$ cat src/tsbn_pkg.sv
`timescale 1ns / 1ps
package tsbn_pkg;

   localparam int FRAC_BITS   = 16;
   localparam int ADDR_W      = 16;
   localparam int DIM_W       = 13;
   localparam int COORD_W     = 20;
   localparam int CH_W        = 8;
   localparam int TEXEL_W     = 3 * CH_W;
   localparam int PROD_W      = COORD_W + DIM_W;
   localparam int IDX_W       = PROD_W - FRAC_BITS;
   localparam int WGT_W       = FRAC_BITS + 1;
   localparam int HPROD_W     = CH_W + WGT_W;
   localparam int VPROD_W     = HPROD_W + WGT_W;
   localparam int OUT_W       = 16;
   localparam int OUT_LSB     = 2 * FRAC_BITS - 8;
   localparam int QUEUE_DEPTH = 4;
   localparam int QPTR_W      = $clog2(QUEUE_DEPTH);
   localparam int CSR_ADDR_W  = 4;

   localparam logic [DIM_W-1:0] MIN_DIM   = DIM_W'(3);
   localparam logic [DIM_W-1:0] RESET_DIM = DIM_W'(256);
   localparam logic [WGT_W-1:0] WGT_ONE   = WGT_W'(1) << FRAC_BITS;
   localparam logic [PROD_W-1:0] HALF     = PROD_W'(1) << (FRAC_BITS - 1);

   localparam logic CMD_LOAD   = 1'b0;
   localparam logic CMD_SAMPLE = 1'b1;

   localparam logic [1:0] REG_TEX_WIDTH  = 2'd0;
   localparam logic [1:0] REG_TEX_HEIGHT = 2'd1;
   localparam logic [1:0] REG_MODE       = 2'd2;

   typedef struct packed {
      logic               cmd;
      logic [15:0]        texel_index;
      logic [CH_W-1:0]    texel_red;
      logic [CH_W-1:0]    texel_green;
      logic [CH_W-1:0]    texel_blue;
      logic [COORD_W-1:0] u_coord;
      logic [COORD_W-1:0] v_coord;
   } req_type;

   typedef struct packed {
      logic [OUT_W-1:0] out_red;
      logic [OUT_W-1:0] out_green;
      logic [OUT_W-1:0] out_blue;
   } rsp_type;

   typedef struct packed {
      logic [DIM_W-1:0] width;
      logic [DIM_W-1:0] height;
      logic             bilinear;
   } cfg_type;

   typedef struct packed {
      logic                 is_load;
      logic                 bilinear;
      logic [ADDR_W-1:0]    addr;
      logic [DIM_W-1:0]     row_step;
      logic [TEXEL_W-1:0]   texel;
      logic [FRAC_BITS-1:0] frac_u;
      logic [FRAC_BITS-1:0] frac_v;
   } op_type;

   typedef struct packed {
      logic [WGT_W-1:0] hw;
      logic [WGT_W-1:0] vw;
      logic             row_first;
      logic             row_last;
      logic             col_first;
      logic             col_last;
   } tap_type;

   // Three restoring steps of a modulo by d, shifts top, top-1, top-2.
   function automatic logic [IDX_W-1:0] wrap_part(input logic [IDX_W-1:0] r,
                                                  input logic [DIM_W-1:0] d,
                                                  input logic [2:0] top);
      logic [IDX_W+5:0] acc;
      logic [IDX_W+5:0] sub;
      acc = {6'd0, r};
      for (int s = 0; s < 3; s++) begin
         sub = {{(IDX_W + 6 - DIM_W){1'b0}}, d} << (top - 3'(s));
         if (acc >= sub) begin
            acc = acc - sub;
         end
      end
      return acc[IDX_W-1:0];
   endfunction

endpackage

$ cat src/tsbn_queue.sv
`timescale 1ns / 1ps
module tsbn_queue import tsbn_pkg::*; (
   input  logic   clock,
   input  logic   reset,
   input  logic   push,
   input  op_type push_data,
   output logic   full,
   input  logic   pop,
   output logic   head_valid,
   output op_type head
);

   op_type              q_ff [QUEUE_DEPTH];
   logic [QPTR_W-1:0]   wr_ptr_ff, rd_ptr_ff;
   logic [QPTR_W:0]     count_ff, count_in;

   assign full       = count_ff == (QPTR_W+1)'(QUEUE_DEPTH);
   assign head_valid = count_ff != '0;
   assign head       = q_ff[rd_ptr_ff];

   always_comb begin
      count_in = count_ff;
      if (push && !pop) begin
         count_in = count_ff + 1'b1;
      end else if (pop && !push) begin
         count_in = count_ff - 1'b1;
      end
   end

   always_ff @(posedge clock) begin
      if (reset) begin
         wr_ptr_ff <= '0;
         rd_ptr_ff <= '0;
         count_ff  <= '0;
      end else begin
         count_ff <= count_in;
         if (push) begin
            wr_ptr_ff <= wr_ptr_ff + 1'b1;
         end
         if (pop) begin
            rd_ptr_ff <= rd_ptr_ff + 1'b1;
         end
      end
   end

   always_ff @(posedge clock) begin
      if (push) begin
         q_ff[wr_ptr_ff] <= push_data;
      end
   end

   a_no_overflow: assert property (@(posedge clock) disable iff (reset)
      push |-> (!full || pop))
      else $error("queue written while full");
   a_no_underflow: assert property (@(posedge clock) disable iff (reset)
      pop |-> head_valid)
      else $error("queue read while empty");

endmodule

$ cat config.mk
export PLATFORM = sky130hd
export DESIGN_NAME = tsbn_queue
export DESIGN_NICKNAME = d
export VERILOG_FILES = /design/src/tsbn_pkg.sv /design/src/tsbn_queue.sv
export SDC_FILE = /design/constraint.sdc
export NUM_CORES = 1
export LEC_CHECK = 0
export BUFFER_PORTS_ARGS = -buffer_cell sky130_fd_sc_hd__buf_2
export CAP_MARGIN = 20
export CORE_MARGIN = 10
export CORE_UTILIZATION = 25
export DETAILED_ROUTE_END_ITERATION = 12
export PLACE_DENSITY_LB_ADDON = 0.2
export SKIP_LAST_GASP = 1
export SYNTH_ARGS = -nofsm -noshare
export SYNTH_HDL_FRONTEND = slang
export SYNTH_SLANG_ARGS = --single-unit
$ cat constraint.sdc
create_clock -name clock -period 8.4 [get_ports clock]
set_input_delay 0.42 -clock clock [delete_from_list [all_inputs] [get_ports clock]]
set_output_delay 0.42 -clock clock [all_outputs]
set_load 0.03 [all_outputs]
=== Word level (Yosys, flattened, before mapping) ===
Memory sizes are Yosys's and may differ from the RTL's. A register that Yosys moved wholly into a read port is not among the register bits.
Index checks and enable logic that the tools add are counted.

* Multiplexer cells: 6
* Add/subtract/negate cells: 4
* Reduce and logical (&&, ||, !) cells: 6
* Multiply operators: 0
* Equality and inequality tests: 1
* Shift-type cells: 0
* Bitwise operators: 0
* Divide/modulo/power cells: 0
* Order comparisons: 0

{| class="wikitable"
|+ Operator list
! kind !! number
|-
| 3-bit two-way mux || 2
|-
| 2-bit by 1-bit adder with 2-bit output (second input constant) || 2
|-
| 2-bit two-way mux || 2
|-
| 3-bit by 1-bit adder with 3-bit output (second input constant) || 1
|-
| 3-bit equality test (second input constant) || 1
|-
| 3-bit nonzero test || 1
|-
| 3-bit by 1-bit subtractor with 3-bit output (second input constant) || 1
|-
| 1-bit logical AND || 2
|-
| 1-bit logical NOT || 2
|-
| 1-bit two-way mux || 2
|-
| 2-bit nonzero test || 1
|}

* ROM bits: 0
* Logic and storage cells: 21
* Memory bits (writable): 348
* Memories kept: 1
* Output and inout bits: 89
* Register bits after elaboration: 7
* Bits in latches: 0

{| class="wikitable"
|+ Memories
! memory !! depth !! bits a word !! rd ports !! clocked after memory_dff !! wr ports !! RTL line !! source
|-
| q_ff || 4 || 87 || 1 || 1 || 1 || tsbn_queue.sv:13 || <nowiki>op_type q_ff [QUEUE_DEPTH];</nowiki>
|}

=== Depth between registers and ports, before layout ===
* Depth in word-level cells: 4
* Mapped depth: 7
* Depth with buffers taken out: 7

=== Least setup slack after synthesis ===
Ideal clock, no wire load.

* Path kind: flip-flop to flip-flop
* From: register wr_ptr_ff[0]
* To: memory q_ff[0][0] (netlist name), enable pin
* Slack: 5383 ps
* Cell stages (with the launch flop): 4
* Data required time: 7945 ps
* Data arrival time: 2563 ps
* Cell sequence: dfxtp_1 inv_1 ha_1 and2_1

{| class="wikitable"
|+ RTL lines
! item !! RTL line !! source
|-
| from (decl) || tsbn_queue.sv:14 || <nowiki>logic [QPTR_W-1:0] wr_ptr_ff, rd_ptr_ff;</nowiki>
|-
| from (signal assigned) || tsbn_queue.sv:38 || <nowiki>wr_ptr_ff <= wr_ptr_ff + 1'b1;</nowiki>
|-
| to (decl) || tsbn_queue.sv:13 ||
|}

No word-level cell before the write port.

==> flow_metrics.env <==
export IMPL_status="finished, final reports clean"
export IMPL_reg2reg_from="wr_ptr_ff[0]"
export IMPL_grt_setup_unrepaired="no"
export IMPL_crit_path_end_kind="primary output"
export IMPL_r2r_setup_slack_ns=6.07
export IMPL_post_place_ws_ns=5.65
export IMPL_yosysSeqAreaShare=0.819
export IMPL_ys_ff_latch=357
export IMPL_min_period_ns=3.19
export IMPL_worst_pin_slew_ns=0.924
export IMPL_slew_viol_final=0
export IMPL_ir_worst_vdd_uv=142
export IMPL_timing_final_ws_setup_ns=5.21
export IMPL_hold_violations=0
export IMPL_drive_gt1_frac=0.448
export IMPL_place_congestion=0.656
export IMPL_drt_wl_total_um=27900
export IMPL_numCtsBuffers=41
export IMPL_area_delta_synth_final_pct=22.7
export IMPL_htreeDepth=2
export IMPL_post_dp_cell_area_um2=14700
export IMPL_ant_nets=0
export IMPL_yosysTopAreaCell="edfxtp_1"
export IMPL_worstPathRequired_ns=7.98
export IMPL_antenna_found_initial=6
export IMPL_cts_hold_buffers=0
export IMPL_die_area_um2=61500
export IMPL_max_cap_violations=0
export IMPL_post_synth_top_count_cell="edfxtp_1"
export IMPL_dp_hpwl_um=16600
export IMPL_synth_top_area_share=0.805
export IMPL_vias=5793
export IMPL_hp_class="primary input to register"
export IMPL_whs_ns=0.0883
export IMPL_dp_cells=1344
export IMPL_synth_edf_count=348
export IMPL_cts_tree="yes"
export IMPL_synth_cell_type_count=21
export IMPL_die_w_um=248
export IMPL_ys_flop_type="edfxtp_1"
export IMPL_power_total_mw=4.24
export IMPL_post_drt_via_cell_ratio=4.09
export IMPL_clockRootBuffer="clkbuf_16"
export IMPL_fin_util=0.310
export IMPL_syn_nets=596
export IMPL_die_h_um=248
export IMPL_core_um2=51400
export IMPL_cp_endpoint="head[11]"
export IMPL_grt_pass1_wl_um=42400
export IMPL_instances_no_fill=1416
export IMPL_synthTopCellsByArea="edfxtp_1 (80%), mux4_2 (15%), dfxtp_1 (1.4%), ha_1 (0.48%), buf_2 (0.39%)"
export IMPL_async_flop_share=0
export IMPL_fin_area_um2=15900
export IMPL_fin_nets=804
export IMPL_drt_iter0_markers=290
export IMPL_setup_viol=0
export IMPL_crit_fanout=45
export IMPL_cts_resized_gates=0
export IMPL_drc=0
export IMPL_drt_pass1_iterations=4
export IMPL_overflow=0
export IMPL_io_buffer_count=179
export IMPL_arrival_ns=2.77
export IMPL_routedWlPerCell_um=19.7
export IMPL_cts_num_sinks=357
export IMPL_synthCells=499
export IMPL_synth_commonest_cells="edfxtp_1 (348), mux4_2 (87), buf_2 (10)"
export IMPL_synth_yosys_warnings=0
export IMPL_syn_avg_cell_area_um2=26.0
export IMPL_clkLatencyLatePin_ns=0.55
export IMPL_clk_pin_slew_ns=0.06
export IMPL_netlist_area_um2=13000
export IMPL_crit_path_start_kind="register"
export IMPL_reg2reg_to="q_ff[2][64]"
export IMPL_cts_buffer_depth=3
export IMPL_skew_ns=0.0156
export IMPL_ios=180
export IMPL_reg2reg_depth=4
export IMPL_powerDensity_nw_per_um2=266
export IMPL_grt_start_max_net_pins=46
export IMPL_rows=83
export IMPL_maxSlewHeadroom=0.384
export IMPL_fmax_mhz=313
export IMPL_track_usage=0.0919
export IMPL_timing_setup_tns_ns=0
export IMPL_crit_type="register to primary output"
export IMPL_leakage_nw=5.24
export IMPL_fin_crit_sh=0.380
export IMPL_grt_pass1_vias=6655
export IMPL_start_util=0.253
export IMPL_cts_setup_buffers=0
-- placed cells by master (no fill, tap or decap), types with 3 or more instances in the layout --
cell type,Yosys,layout
and2_4,0,4
buf_2,10,179
buf_4,0,7
bufinv_16,0,3
clkbuf_1,6,11
clkbuf_16,0,43
clkinv_1,0,10
dfxtp_1,9,7
edfxtp_1,348,348
ha_1,5,5
inv_1,4,4
mux4_2,87,87
nor2_1,7,7
xor2_1,3,3
-- report_power, final --
| group | internal (mW) | switching (mW) |
|---|---|---|
| registers | 2.05 | 0.0281 |
| logic | 0.166 | 0.303 |
| clock network | 1.02 | 0.671 |
-- registers in the layout, indices dropped and copies added (netlist names), named ones only --
| signal | count |
|---|---|
| count_ff | 3 |
| wr_ptr_ff | 2 |
| rd_ptr_ff | 2 |
| q_ff | 348 |
-- layer usage --
metal  vias to the layer above  global-route usage  part of all wire
li1                       2554                   -                 -
met1                      3038               0.105              0.39
met2                       136               0.156              0.51
met3                        55              0.0338             0.076
met4                        10              0.0323             0.022
met5                         -                   0            0.0020
-- layout make-up --
class / instances / area (um^2)
Sequential cell: 357 / 10600
Inverter: 4 / 15.0
Timing Repair Buffer: 186 / 948
Fill cell: 5000 / 35500
Tap cell: 680 / 851
Multi-Input combinational cell: 117 / 2200
Clock buffer: 54 / 1120
Clock inverter: 17 / 158
Antenna cell: 1 / 2.50
-- how the worst min path moves through the flow --
stage	start	end	slack [ns]	cells past startpoint
finish	push_data[48]	q_ff[1][48]	0.09	1
global route	push_data[26]	q_ff[0][26]	0.05	1
CTS	push_data[19]	q_ff[1][19]	0.03	1
detailed placement	count_ff[2]	count_ff[2]	0.50	2
global placement	count_ff[2]	count_ff[2]	0.50	2
floorplan	count_ff[2]	count_ff[2]	0.46	2
-- worst max-delay path, stage by stage, from the launching register on --
cell and delay (ns):
dfxtp_4 0.80, buf_4 0.72, mux4_2 0.43, buf_2 0.20
-- cells by family after synthesis --
group                    synth area share
flip-flops                          0.819
multiplexers                        0.152
buffers and inverters              0.0126
AND/OR/NAND/NOR                   0.00578
adder cells (fa/ha/maj)           0.00636
XOR/XNOR                          0.00337
AO/OA/AOI/OAI                    0.000770
(Power assumes the default switching activity.)
