==> src/tsbn_pkg.sv <==
`timescale 1ns / 1ps
package tsbn_pkg;

   localparam int FRAC_BITS   = 16;
   localparam int ADDR_W      = 16;
   localparam int DIM_W       = 13;
   localparam int COORD_W     = 20;
   localparam int CH_W        = 8;
   localparam int TEXEL_W     = 3 * CH_W;
   localparam int PROD_W      = COORD_W + DIM_W;
   localparam int IDX_W       = PROD_W - FRAC_BITS;
   localparam int WGT_W       = FRAC_BITS + 1;
   localparam int HPROD_W     = CH_W + WGT_W;
   localparam int VPROD_W     = HPROD_W + WGT_W;
   localparam int OUT_W       = 16;
   localparam int OUT_LSB     = 2 * FRAC_BITS - 8;
   localparam int QUEUE_DEPTH = 4;
   localparam int QPTR_W      = $clog2(QUEUE_DEPTH);
   localparam int CSR_ADDR_W  = 4;

   localparam logic [DIM_W-1:0] MIN_DIM   = DIM_W'(3);
   localparam logic [DIM_W-1:0] RESET_DIM = DIM_W'(256);
   localparam logic [WGT_W-1:0] WGT_ONE   = WGT_W'(1) << FRAC_BITS;
   localparam logic [PROD_W-1:0] HALF     = PROD_W'(1) << (FRAC_BITS - 1);

   localparam logic CMD_LOAD   = 1'b0;
   localparam logic CMD_SAMPLE = 1'b1;

   localparam logic [1:0] REG_TEX_WIDTH  = 2'd0;
   localparam logic [1:0] REG_TEX_HEIGHT = 2'd1;
   localparam logic [1:0] REG_MODE       = 2'd2;

   typedef struct packed {
      logic               cmd;
      logic [15:0]        texel_index;
      logic [CH_W-1:0]    texel_red;
      logic [CH_W-1:0]    texel_green;
      logic [CH_W-1:0]    texel_blue;
      logic [COORD_W-1:0] u_coord;
      logic [COORD_W-1:0] v_coord;
   } req_type;

   typedef struct packed {
      logic [OUT_W-1:0] out_red;
      logic [OUT_W-1:0] out_green;
      logic [OUT_W-1:0] out_blue;
   } rsp_type;

   typedef struct packed {
      logic [DIM_W-1:0] width;
      logic [DIM_W-1:0] height;
      logic             bilinear;
   } cfg_type;

   typedef struct packed {
      logic                 is_load;
      logic                 bilinear;
      logic [ADDR_W-1:0]    addr;
      logic [DIM_W-1:0]     row_step;
      logic [TEXEL_W-1:0]   texel;
      logic [FRAC_BITS-1:0] frac_u;
      logic [FRAC_BITS-1:0] frac_v;
   } op_type;

   typedef struct packed {
      logic [WGT_W-1:0] hw;
      logic [WGT_W-1:0] vw;
      logic             row_first;
      logic             row_last;
      logic             col_first;
      logic             col_last;
   } tap_type;

   // Three restoring steps of a modulo by d, shifts top, top-1, top-2.
   function automatic logic [IDX_W-1:0] wrap_part(input logic [IDX_W-1:0] r,
                                                  input logic [DIM_W-1:0] d,
                                                  input logic [2:0] top);
      logic [IDX_W+5:0] acc;
      logic [IDX_W+5:0] sub;
      acc = {6'd0, r};
      for (int s = 0; s < 3; s++) begin
         sub = {{(IDX_W + 6 - DIM_W){1'b0}}, d} << (top - 3'(s));
         if (acc >= sub) begin
            acc = acc - sub;
         end
      end
      return acc[IDX_W-1:0];
   endfunction

endpackage

==> src/tsbn_front.sv <==
`timescale 1ns / 1ps
module tsbn_front import tsbn_pkg::*; (
   input  logic    clock,
   input  logic    reset,
   input  logic    start,
   output logic    busy,
   input  req_type req_data,
   input  cfg_type cfg,
   output logic    push,
   output op_type  push_data,
   input  logic    full
);

   logic                 advance;
   logic                 f1_valid_ff, f2_valid_ff, f3_valid_ff, f4_valid_ff;
   req_type              f1_req_ff, f2_req_ff, f3_req_ff, f4_req_ff;
   logic                 f2_bil_ff, f3_bil_ff, f4_bil_ff;
   logic [PROD_W-1:0]    x_ff, y_ff, x_in, y_in;
   logic [PROD_W-1:0]    xr, yr;
   logic [IDX_W-1:0]     ix, iy;
   logic [IDX_W-1:0]     col3_ff, row3_ff, col3_in, row3_in;
   logic                 wrapx_ff, wrapy_ff, wrapx_in, wrapy_in;
   logic [FRAC_BITS-1:0] fu3_ff, fv3_ff, fu4_ff, fv4_ff;
   logic [DIM_W-1:0]     col4_ff, row4_ff, col4_in, row4_in;
   logic [DIM_W-1:0]     wm1, hm1, wm2, hm2;
   logic [2*DIM_W:0]     lin;

   assign advance = !(f4_valid_ff && full);
   assign busy    = !advance;
   assign push    = f4_valid_ff && !full;

   assign wm1 = cfg.width - DIM_W'(1);
   assign hm1 = cfg.height - DIM_W'(1);
   assign wm2 = cfg.width - DIM_W'(2);
   assign hm2 = cfg.height - DIM_W'(2);

   // scale
   assign x_in = PROD_W'(f1_req_ff.u_coord) * PROD_W'(wm1);
   assign y_in = PROD_W'(f1_req_ff.v_coord) * PROD_W'(hm1);

   // round or floor, then first half of the wrap
   always_comb begin
      xr = f2_bil_ff ? x_ff : x_ff + HALF;
      yr = f2_bil_ff ? y_ff : y_ff + HALF;
      ix = xr[FRAC_BITS +: IDX_W];
      iy = yr[FRAC_BITS +: IDX_W];
      wrapx_in = ix > IDX_W'(wm2);
      wrapy_in = iy > IDX_W'(hm2);
      col3_in = wrapx_in ? wrap_part(ix, wm2, 3'd5) : ix;
      row3_in = wrapy_in ? wrap_part(iy, hm2, 3'd5) : iy;
   end

   // second half of the wrap
   assign col4_in = DIM_W'(wrapx_ff ? wrap_part(col3_ff, wm2, 3'd2) : col3_ff);
   assign row4_in = DIM_W'(wrapy_ff ? wrap_part(row3_ff, hm2, 3'd2) : row3_ff);

   assign lin = (2*DIM_W+1)'(cfg.width) * (2*DIM_W+1)'(row4_ff) + (2*DIM_W+1)'(col4_ff);

   always_comb begin
      push_data.is_load  = f4_req_ff.cmd == CMD_LOAD;
      push_data.bilinear = f4_bil_ff;
      push_data.addr     = (f4_req_ff.cmd == CMD_LOAD) ? f4_req_ff.texel_index
                                                        : lin[ADDR_W-1:0];
      push_data.row_step = cfg.width;
      push_data.texel    = {f4_req_ff.texel_red, f4_req_ff.texel_green,
                            f4_req_ff.texel_blue};
      push_data.frac_u   = fu4_ff;
      push_data.frac_v   = fv4_ff;
   end

   always_ff @(posedge clock) begin
      if (reset) begin
         f1_valid_ff <= 1'b0;
         f2_valid_ff <= 1'b0;
         f3_valid_ff <= 1'b0;
         f4_valid_ff <= 1'b0;
      end else if (advance) begin
         f1_valid_ff <= start;
         f2_valid_ff <= f1_valid_ff;
         f3_valid_ff <= f2_valid_ff;
         f4_valid_ff <= f3_valid_ff;
      end
   end

   always_ff @(posedge clock) begin
      if (advance) begin
         f1_req_ff <= req_data;
         f2_req_ff <= f1_req_ff;
         f2_bil_ff <= cfg.bilinear;
         x_ff      <= x_in;
         y_ff      <= y_in;
         f3_req_ff <= f2_req_ff;
         f3_bil_ff <= f2_bil_ff;
         col3_ff   <= col3_in;
         row3_ff   <= row3_in;
         wrapx_ff  <= wrapx_in;
         wrapy_ff  <= wrapy_in;
         fu3_ff    <= x_ff[FRAC_BITS-1:0];
         fv3_ff    <= y_ff[FRAC_BITS-1:0];
         f4_req_ff <= f3_req_ff;
         f4_bil_ff <= f3_bil_ff;
         col4_ff   <= col4_in;
         row4_ff   <= row4_in;
         fu4_ff    <= fu3_ff;
         fv4_ff    <= fv3_ff;
      end
   end

endmodule

==> config.mk <==
export PLATFORM = sky130hd
export DESIGN_NAME = tsbn_front
export DESIGN_NICKNAME = d
export VERILOG_FILES = /design/src/tsbn_pkg.sv /design/src/tsbn_front.sv
export SDC_FILE = /design/constraint.sdc
export NUM_CORES = 2
export LEC_CHECK = 0
export ABC_AREA = 1
export BUFFER_PORTS_ARGS = -buffer_cell sky130_fd_sc_hd__clkbuf_2
export CAP_MARGIN = 20
export CORE_MARGIN = 5
export CORE_UTILIZATION = 60
export CTS_BUF_LIST = sky130_fd_sc_hd__clkbuf_2
export CTS_CLUSTER_DIAMETER = 50
export CTS_CLUSTER_SIZE = 16
export DETAILED_ROUTE_END_ITERATION = 16
export HOLD_SLACK_MARGIN = 0.12
export PLACE_DENSITY = 0.77
export SLEW_MARGIN = 25
export SYNTH_ARGS = -nofsm -noshare
export SYNTH_HDL_FRONTEND = slang
export SYNTH_SLANG_ARGS = --single-unit
==> constraint.sdc <==
create_clock -name clock -period 18.36 [get_ports clock]
set_input_delay 1.836 -clock clock [delete_from_list [all_inputs] [get_ports clock]]
set_output_delay 1.836 -clock clock [all_outputs]
set_load 0.05 [all_outputs]
# == Word level (Yosys, flattened, before mapping) ==
# Index checks and enable logic that the tools add are counted.
# word_totals
regBits,403
in_bits,112
output_inout_bits,89
wordCells,100
# op_classes
addsub,19
mul,3
n_lt_le_gt_ge,14
n_mux,19
bitwise,1
n_reduce_logical,3
# ops
cell,n
23-bit 2-to-1 mux,8
17-bit 2-to-1 mux,4
"33-bit by 16-bit adder with 33-bit output, second input constant",2
20-bit by 13-bit multiplier with 33-bit output,2
33-bit 2-to-1 mux,2
13-bit 2-to-1 mux,4
23-bit by 13-bit >= comparator with 1-bit output,2
23-bit by 14-bit >= comparator with 1-bit output,2
23-bit by 16-bit >= comparator with 1-bit output,2
23-bit by 17-bit >= comparator with 1-bit output,2
23-bit by 14-bit subtractor with 23-bit output,2
23-bit by 17-bit subtractor with 23-bit output,2
17-bit by 18-bit subtractor with 19-bit output,2
17-bit by 18-bit >= comparator with 1-bit output,2
17-bit by 15-bit subtractor with 18-bit output,2
17-bit by 15-bit >= comparator with 1-bit output,2
17-bit by 13-bit > comparator with 1-bit output,2
17-bit by 16-bit subtractor with 17-bit output,2
"13-bit by 1-bit subtractor with 13-bit output, second input constant",2
13-bit subtractor,2
"13-bit by 2-bit subtractor with 13-bit output, second input constant",2
16-bit by 13-bit adder with 16-bit output,1
13-bit by 13-bit multiplier with 16-bit output,1
16-bit 2-to-1 mux,1
3 further kinds,4

# == Logic depth before layout (Yosys ltp) ==
# depth
ltp_word,9
ltp_mapped,59
ltp_nobuf,57

# == Worst setup path before layout ==
# No wires, ideal clock.
# synth_path
kind,input to output
from,in full
to,out busy
t_arrival_ps,13475
required_time_ps,16524
setup_slack_ps,3049
path_stages,2
path_buffers,0
path_cell_list,nand2_1 > inv_1
# synth_via
elab_chain_len,1
# synth_lines
item,line_no,text
start: declaration,tsbn_front.sv:11,input logic full
1-bit logical AND,tsbn_front.sv:28,assign advance = !(f4_valid_ff && full);
end: declaration,tsbn_front.sv:6,"output logic busy,"
# No other way between the ends.

==> impl_metrics.py <==
metrics = {
    "critical_path": {
        "cp_common_cell": "inv_1",
        "cp-start-kind": "primary input",
        "slowest_stage": "fa_1",
        "crit_arrival_ns": 7.95,
        "cp_top_family": "adder cells",
        "critPathBufInv": 8,
        "required_ns": 16.52,
        "critical_path.endpoint_type": "primary output",
        "crit_type": "primary input to primary output",
        "cp_max_fo": 19,
        "max_stage_delay_ns": 0.52,
    },
    "layout": {
        "fillers": 6264,
        "final_layout_size_suffix_gt1_frac": 0.0855,
        "area_delta_synth_final_pct": 5.02,
        "fin_nets": 6277,
    },
    "die": {
        "dieWidth_um": 283,
        "design.portCount": 201,
        "die_h_um": 283,
        "start_util": 0.602,
        "die_area_mm2": 0.0801,
        "core_mm2": 0.0742,
        "rows": 100,
    },
    "synthesis": {
        "synth-simple-area-share": 0.200,
        "netlist-cell-type-count": 65,
        "synth_cells": 5193,
        "synth_area_leader_cell": "edfxtp_1",
        "synth.area.top_cells": "edfxtp_1 (27%), fa_1 (22%), nand2_1 (10%), ha_1 (10%), inv_1 (8.1%)",
        "synth_mux_area_frac": 0.000252,
        "synth_xor_area_frac": 0.0455,
        "async_reset_ff_frac": 0,
        "yosysMostFrequentCell": "nand2_1",
        "synth_fa_ha_area_frac": 0.324,
        "synth_compound_area_frac": 0.0565,
        "synth_top_area_frac": 0.268,
        "synth_fp_nets": 6164,
        "yosys_warnings": 0,
        "avgSynthCellArea_um2": 8.61,
        "yosys-top-cells-count": "nand2_1 (1231), inv_1 (964), fa_1 (495)",
        "synth_edf_count": 399,
        "seq_area_frac_synth": 0.270,
        "synth_area_mm2": 0.0447,
        "ys.flop_type": "edfxtp_1",
        "synth_top_family_by_area": "adder cells",
        "synth_seq_cells": 403,
    },
    "clocking": {
        "cts_setup_buffers": 0,
        "path_clk_slew_ns": 0.21,
        "cts_buffers": 50,
        "h-tree-depth": 2,
        "cts.sinks": 403,
        "hold_buffers": 0,
        "insertion_delay_ns": 1.17,
        "cts_tree": "done",
        "cts_root_buf": "clkbuf_2",
        "clk_path_buf_depth": 3,
        "ctsResizeCount": 0,
    },
    "drt": {
        "drt_iter0_markers": 2892,
        "vias_per_cell": 5.48,
        "num_vias": 34600,
        "drcViolationCount": 0,
        "drt_wl_total_mm": 111,
        "post_drt_wl_per_cell_um": 17.5,
        "drtPass1Iterations": 6,
        "antenna_left": 0,
    },
    "timing": {
        "setup_violations": 0,
        "slew_headroom": 0.408,
        "tns_ns": 0,
        "timing_hold_violations_final": 0,
        "skew_ns": 0.139,
        "fin_crit_sh": 0.533,
        "period_needed_ns": 9.79,
        "fmax_mhz": 102,
        "tightest_slew_ns": 0.886,
        "slew_viol_final": 0,
        "rsz0062_at_grt": "false",
    },
    "job": {
        "cap_violations": 0,
    },
    "worst_hold_path": {
        "hold_path.class": "flop to flop",
    },
    "global_routing": {
        "use_met1": 0.375,
        "grt.overflow.total": 0,
        "grt_pass1_wl_mm": 180,
        "top_usage_layer": "met2",
        "grt_util_all_layers": 0.276,
        "antenna_found_initial": 2,
        "met2_usage": 0.455,
        "grt_pass1_vias": 34700,
        "grt_util_met3": 0.0453,
        "grt_max_degree": 94,
    },
    "status": {
        "outcome": "finished clean",
    },
    "placement": {
        "port_buffers": 200,
        "dp_hpwl_mm": 89.5,
        "place_congestion": 1.02,
    },
}
routing by layer:
layer / part of all wire / up-vias
met5: 0 / -
met4: 0.041 / 0
met3: 0.079 / 269
met2: 0.46 / 1327
met1: 0.42 / 16500
li1: - / 16500
cell type report:
cell class	instances	area, µm²	area share
repair buffers	226	1200	0.0256
multi-input cells	3625	28000	0.596
clock buffers	52	260	0.00554
inverters	1000	3760	0.0801
flip-flops and latches	403	12100	0.257
well taps	969	1210	0.0258
diodes	3	7.51	0.000160
clock inverters	37	465	0.00992
stage by stage:
| stage | setup slack [ns] | hold slack [ns] | util | cell area (µm²) | std cells |
|---|---|---|---|---|---|
| after floorplan | 3.05 | 0.400 | - | 44700 | 5193 |
| after global placement | 7.67 | 0.400 | 0.623 | 46200 | 6223 |
| after detailed placement | 7.56 | 0.405 | 0.623 | 46200 | 6223 |
| after CTS | 8.60 | 0.333 | 0.633 | 46900 | 6312 |
| after global routing | 7.77 | 0.339 | 0.633 | 46900 | 6315 |
| final | 8.57 | 0.357 | 0.633 | 46900 | 6315 |
path summary, 6_finish.rpt:
path | startpoint | endpoint | slack (ns) | cells past startpoint
setup / recovery | cfg[17] | push_data[84] | 8.57 | 32
hold / removal | x_ff[13] | fu3_ff[13] | 0.36 | 0
setup reg to reg | f2_bil_ff | col3_ff[3] | 8.96 | 51
hold reg to reg | x_ff[13] | fu3_ff[13] | 0.36 | 0
flip-flops by register name (all words and copies together) (netlist names), 16 cells and up:
register / flops
fv3_ff: 16
fu4_ff: 16
fv4_ff: 16
f1_req_ff: 81
col3_ff: 17
row3_ff: 17
fu3_ff: 16
f3_req_ff: 41
push_data: 24
x_ff: 33
y_ff: 33
f2_req_ff: 41
f4_req_ff: 17
cell usage in the layout, fill, tap and decap left out, types with 16 or more instances in the layout:
master and count:
a21oi_1 196, buf_4 25, clkbuf_2 252, clkinv_1 19
edfxtp_1 399, fa_1 495, ha_1 364, inv_1 964
inv_2 19, nand2_1 1230, nand2_2 36, nand2_4 20
nand3_1 257, nand3_2 16, nand4_1 43, nor2_1 375
nor3_1 20, nor4_1 16, o21ai_0 162, o21bai_1 20
or2_2 18, xnor2_1 78, xor2_1 154
cells by family (layout without fill, tap and decap cells):
group                      count (synthesis)  after routing
and+or+nand+nor                         2074           2074
xor gates and xnor gates                 232            232
other                                      0              3
buffers and inverters                   1165           1315
muxes                                      1              1
adders and majority gates                859            859
DFF                                      403            403
AOI/OAI and AO/OA                        459            459
Power is left out: the tool's default activity adds up to more than one toggle a clock period on the data nets, which glitch-free logic cannot reach.
